[config.mk]
export PLATFORM = sky130hd
export DESIGN_NAME = rapqt_ctrl
export DESIGN_NICKNAME = d
export VERILOG_FILES = /design/src/rapqt_pkg.sv /design/src/rapqt_ctrl.sv
export SDC_FILE = /design/constraint.sdc
export NUM_CORES = 1
export LEC_CHECK = 0
export BUFFER_PORTS_ARGS = -buffer_cell sky130_fd_sc_hd__buf_2
export CAP_MARGIN = 20
export CELL_PAD_IN_SITES_DETAIL_PLACEMENT = 1
export CELL_PAD_IN_SITES_GLOBAL_PLACEMENT = 1
export CORE_MARGIN = 1
export CORE_UTILIZATION = 30
export DETAILED_ROUTE_END_ITERATION = 8
export GPL_TIMING_DRIVEN = 1
export PLACE_DENSITY_LB_ADDON = 0.1
export SYNTH_ARGS = -nofsm -noshare
export SYNTH_HDL_FRONTEND = slang
export SYNTH_SLANG_ARGS = --single-unit
[constraint.sdc]
create_clock -name aclk -period 1.4 [get_ports aclk]
set_clock_uncertainty 0.2 [all_clocks]
set_input_delay 0.14 -clock aclk [delete_from_list [all_inputs] [get_ports aclk]]
set_output_delay 0.14 -clock aclk [all_outputs]
set_load 0.05 [all_outputs]
[src/rapqt_pkg.sv]
`timescale 1ns / 1ps
`default_nettype none

package rapqt_pkg;

    localparam int IDX_W     = 10;
    localparam int DATA_W    = 64;
    localparam int CNT_W     = 11;
    localparam int ACT_W     = 2;
    localparam int S_TDATA_W = 88;
    localparam int M_TDATA_W = 64;

    localparam logic [CNT_W-1:0] CNT_RESET = 11'd1024;

    typedef logic [ACT_W-1:0] action_t;

    localparam action_t ACT_LOAD  = 2'd0;
    localparam action_t ACT_ADD   = 2'd1;
    localparam action_t ACT_QUERY = 2'd2;

    typedef struct packed {
        logic capture;
        logic clr_write;
        logic base_write;
        logic rd_node;
        logic sel_right;
        logic pend_write;
        logic a_inc;
        logic b_dec;
        logic tree_shift;
        logic acc_add;
        logic node_shift;
        logic out_load;
    } dp_cmd_t;

    typedef struct packed {
        logic    clr_last;
        action_t action;
        logic    first_ok;
        logic    range_ok;
        logic    a_lt_b;
        logic    a_odd;
        logic    b_odd;
        logic    node_last;
        logic    out_free;
    } dp_status_t;

endpackage

`default_nettype wire

[src/rapqt_ctrl.sv]
`timescale 1ns / 1ps
`default_nettype none

module rapqt_ctrl (
    input  wire logic                  aclk,
    input  wire logic                  aresetn,
    input  wire logic                  s_tvalid,
    output logic                       s_tready,
    input  wire rapqt_pkg::dp_status_t status,
    output rapqt_pkg::dp_cmd_t         cmd
);

    localparam logic [3:0] ST_CLEAR    = 4'd0;
    localparam logic [3:0] ST_IDLE     = 4'd1;
    localparam logic [3:0] ST_DISPATCH = 4'd2;
    localparam logic [3:0] ST_ADD_CHK  = 4'd3;
    localparam logic [3:0] ST_ADD_LRD  = 4'd4;
    localparam logic [3:0] ST_ADD_LWR  = 4'd5;
    localparam logic [3:0] ST_ADD_RCHK = 4'd6;
    localparam logic [3:0] ST_ADD_RRD  = 4'd7;
    localparam logic [3:0] ST_ADD_RWR  = 4'd8;
    localparam logic [3:0] ST_Q_RD     = 4'd9;
    localparam logic [3:0] ST_Q_ACC    = 4'd10;
    localparam logic [3:0] ST_Q_FIN    = 4'd11;

    logic [3:0] state_reg;
    logic [3:0] state_next;

    always_ff @(posedge aclk) begin
        if (!aresetn) begin
            state_reg <= ST_CLEAR;
        end else begin
            state_reg <= state_next;
        end
    end

    always_comb begin
        state_next = state_reg;
        cmd        = '0;
        s_tready   = 1'b0;
        unique case (state_reg)
            ST_CLEAR: begin
                cmd.clr_write = 1'b1;
                if (status.clr_last) begin
                    state_next = ST_IDLE;
                end
            end
            ST_IDLE: begin
                s_tready = 1'b1;
                if (s_tvalid) begin
                    cmd.capture = 1'b1;
                    state_next  = ST_DISPATCH;
                end
            end
            ST_DISPATCH: begin
                unique case (status.action)
                    rapqt_pkg::ACT_LOAD: begin
                        cmd.base_write = status.first_ok;
                        state_next     = ST_IDLE;
                    end
                    rapqt_pkg::ACT_ADD: begin
                        state_next = status.range_ok ? ST_ADD_CHK : ST_IDLE;
                    end
                    rapqt_pkg::ACT_QUERY: begin
                        state_next = status.first_ok ? ST_Q_RD : ST_Q_FIN;
                    end
                    default: begin
                        state_next = ST_IDLE;
                    end
                endcase
            end
            ST_ADD_CHK: begin
                if (!status.a_lt_b) begin
                    state_next = ST_IDLE;
                end else if (status.a_odd) begin
                    state_next = ST_ADD_LRD;
                end else begin
                    state_next = ST_ADD_RCHK;
                end
            end
            ST_ADD_LRD: begin
                state_next = ST_ADD_LWR;
            end
            ST_ADD_LWR: begin
                cmd.pend_write = 1'b1;
                cmd.a_inc      = 1'b1;
                state_next     = ST_ADD_RCHK;
            end
            ST_ADD_RCHK: begin
                if (status.b_odd) begin
                    state_next = ST_ADD_RRD;
                end else begin
                    cmd.tree_shift = 1'b1;
                    state_next     = ST_ADD_CHK;
                end
            end
            ST_ADD_RRD: begin
                cmd.sel_right = 1'b1;
                state_next    = ST_ADD_RWR;
            end
            ST_ADD_RWR: begin
                cmd.sel_right  = 1'b1;
                cmd.pend_write = 1'b1;
                cmd.b_dec      = 1'b1;
                cmd.tree_shift = 1'b1;
                state_next     = ST_ADD_CHK;
            end
            ST_Q_RD: begin
                cmd.rd_node = 1'b1;
                state_next  = ST_Q_ACC;
            end
            ST_Q_ACC: begin
                cmd.acc_add    = 1'b1;
                cmd.node_shift = 1'b1;
                state_next     = status.node_last ? ST_Q_FIN : ST_Q_RD;
            end
            ST_Q_FIN: begin
                if (status.out_free) begin
                    cmd.out_load = 1'b1;
                    state_next   = ST_IDLE;
                end
            end
            default: begin
                state_next = ST_IDLE;
            end
        endcase
    end

endmodule

`default_nettype wire

After elaboration in Yosys (flattened, before gate mapping). Index checks and enable logic that the tools add are counted.

Bits of input ports: 13. Output and inout bits: 13. Word-level logic and storage cells: 49. Bits in registers: 4.

Reduce and logical (&&, ||, !) cells: 5. Muxes and demuxes: 27. Equal/unequal tests: 16.

Operators with widths (count): 4-bit case mux with 12 select lines (1); 4-bit by 3-bit equality test with 1-bit output (second input constant) (4); 4-bit equality test (second input constant) (4); 4-bit 2-to-1 mux (4); 1-bit 2-to-1 mux (14); 2-bit 2-to-1 mux (5); 4-bit by 2-bit equality test with 1-bit output (second input constant) (2); 4-bit case mux with 2 select lines (1); 2-bit != test (second input constant) (3); 4-bit by 1-bit equality test with 1-bit output (second input constant) (1); 4-bit logical NOT (1); 2-bit OR reduction (2); 3-bit 2-to-1 mux (1); 3-bit AND reduction (1); 2-bit by 1-bit equality test with 1-bit output (second input constant) (1); 2-bit equality test (second input constant) (1); 2-bit logical NOT (1); 1-bit case mux with 2 select lines (1).

Logic depth before layout (Yosys ltp).
Depth after elaboration: 3. Mapped depth: 6. Mapped depth without buffers: 6.

Worst setup path after synthesis. OpenSTA, ideal clock, no wires.

Path type: register to register. Start point: register state_reg[1]. End point: register state_reg[0]. Slack: -1284 ps. Stages on the path, launching flop included: 4. Data required time: 988 ps. Period minus slack after synthesis: 2684 ps. Data arrival time: 2272 ps. Buffers on the path: 1. Library setup time: 212 ps. Path through: dfxtp_1 -> buf_6 -> nor4_1 -> a221oi_1.

Word-level cells in the longest chain between the ends: 3. Elaborated cells between the ends (all ways): 17. Classes of those cells: eq/ne: 14; mux: 1; reduce/logical: 2.

RTL lines: start, declared (line rapqt_ctrl.sv:26) `logic [3:0] state_reg;`; start signal, assigned (line rapqt_ctrl.sv:33) `state_reg <= state_next;`; 4-bit equality test, or another cell as far along (line rapqt_ctrl.sv:41) `unique case (state_reg)`; 2-bit != test (no line); 3-bit AND reduction (no line).

Several ways; a longest one is shown, not always the timed one. A chain may end at the register's enable or synchronous reset.

==> run metrics <==
final critical path time including I/O delays and setup 1747 ps; Die Y 44.05 um; root buffer cell clkbuf_4; hold path startpoint aresetn; final worst slack -347.1 ps; Slew Limit Fails 0; top cell type's share of synthesized area 15.09%; crit path buf inv count 2; Synth warnings 0; Crit. End Element primary output; PD cells 522.1 mW/mm^2; drt drc 1; WL/cell 19.35 um; sequential standard cell area 92.59 sq um; clock latency on the worst-skew pair 230 ps; CP Data Required Time 1060 ps; CP Max Fanout 7; vias 715; Synth area leaders dfxtp_1 15%, buf_6 8.5%, ha_1 7.1%; Mapped Area 530.5 sq um; maximum clock frequency 0.5724 GHz; dominant cell type by area after synthesis dfxtp_1; iteration-0 DRC count of the detailed router 16; num ports 26; vias in the first global route 686; via/cell ratio 5.296; area of the multi-input gates 476.7 sq um; Final Wtd Congestion 0.7789; critical setup path kind flip-flop to primary output; unique cell type count in the Yosys netlist 36; critical-path cell list buf_12, or3_4, o21ai_2, buf_6; Final setup violation count 17; DP Worst Slack -191.7 ps; All-Layer GR Usage 20.66%; maximum vdd drop 0.0004955 V; buffer depth of the longest clock path 2; data arrival time of the worst path 1410 ps; CTS clk-pin slew, worst paths 40 ps; biggest cell delay along the critical path 430 ps; syn avg cell area 7.689 sq um; max FFs per register 4; Synth async-reset ratio 0%; Synth Flop Type dfxtp_1; non-filler cells, final 135; number of cells on the critical path 4; Core ar. 0.001577 sq mm; Crit-path slowest cell or3_4; Final Total Pwr 0.5840 mW; largest net degree at the start of global routing 11; Port-buffer cells 25; final period utilization 124.8%; DRT Pass-1 Iters 7; cell count after synthesis 69; Worst Setup SP state_reg[1]; die width 44.05 um; RSZ-0062 raised after global routing true; status finished, violations left; Layout fillers 171; ANT nets after route 0; clock net sink count 4; Critical R2R Capture state_reg[1]; crit start category flip-flop; Post-synth EDFFs 0; most frequent cell after synthesis nor2_1; Layout area overhead 110.8%; H-tree levels 1; Pleak 0.5095 nW; R2R Setup Slk -200 ps; Seq cells post-synth 4; violated checks DRC, setup timing; synth cell count leaders 8 x nor2_1, 7 x inv_1, 4 x buf_6, 4 x dfxtp_1; Seq/Total Area, Yosys 15.09%; DP HPWL 1395 um; initial antenna violation count 0; Critical Path End cmd[6]; TritonCTS clock tree done; ant diodes 0; Rows 14; delay-heaviest family, CP simple AND/OR/NAND/NOR gates; CTS buffer count 3; layout net count 136; DRT Wirelength 2612 um; r2r worst-path depth 7; # placed instances 126; hold_ws 97.47 ps; setup_tns -3425 ps; post-synth net total 85; max-cap violation count 0; Initial Util 33.65%; Fin. Hold Viols 0; GRT overflow 0; slew margin rel. 77.45%; RR Startpoint state_reg[1]; worst slew pin tran 337.4 ps; Min-Delay Path Class input pin to flip-flop; first-pass GRT wire length 2939 um; Die ar. 0.001940 sq mm; ratio of cells with drive above 1 in the final layout 69.75%
[kinds of logic after synthesis]
group / synth area share, %
compound gates: 28.78
flops: 15.09
fa+ha+maj: 7.076
simple gates: 32.55
buf+inv: 16.51
[placed cells by master (no fill, tap or decap), types with 3 or more instances in the layout]
cell type,count
inv_1,6
nand2b_4,3
nor2_4,5
o21ai_0,3
buf_4,19
nor2_1,3
dfxtp_4,3
buf_6,13
ha_1,3
a31oi_1,3
buf_8,6
clkbuf_4,3
buf_2,12
[stage by stage]
stage	utilization [%]	cell area [sq um]
global placement	55.63	877.1
global route	70.95	1119
floorplan	-	621.8
detailed placement	55.63	877.1
CTS	65.16	1027
finish	70.95	1119
[final cells by class]
class,count,area share (%)
timing repair buffer,52,41.95
inverter,8,3.020
tap,16,1.790
clock buffer,4,2.349
sequential,4,8.277
multi-input combinational,51,42.62
[worst min-delay path, stage by stage]
cell and delay, ps:
buf_2 120, inv_1 110, nor2_1 120
[worst min path at each step]
stage          cells past startpoint  slack, ps      endpoint
3_3_place_gp                       3        200  state_reg[0]
4_1_cts                            3         80  state_reg[2]
3_5_place_dp                       3        200  state_reg[0]
2_1_floorplan                      2         80  state_reg[0]
5_1_grt                            3         90  state_reg[3]
6_report                           3        100  state_reg[3]
[timing repair]
action	4_1_cts	5_1_grt
setup buffers	0	4
hold buffers	1	0
hold endpoints to repair	1	0
pin swaps	0	8
endpoints found under the setup margin	17	17
gates resized for setup	36	15
[power by group]
part           switching, mW  total, mW  internal, mW
registers             0.0120      0.130         0.118
clock network         0.0484      0.155         0.107
logic                  0.159      0.299         0.140
[metal layers]
| metal | up-vias | wire length, um | GRT usage [%] |
|---|---|---|---|
| met1 | 351 | 1161 | 26.93 |
| li1 | 344 | - | - |
| met5 | - | 0 | 0 |
| met3 | 6 | 25 | 2.857 |
| met2 | 14 | 1380 | 33.53 |
| met4 | 0 | 44 | 9.697 |
Power figures use the tool's default switching activity.
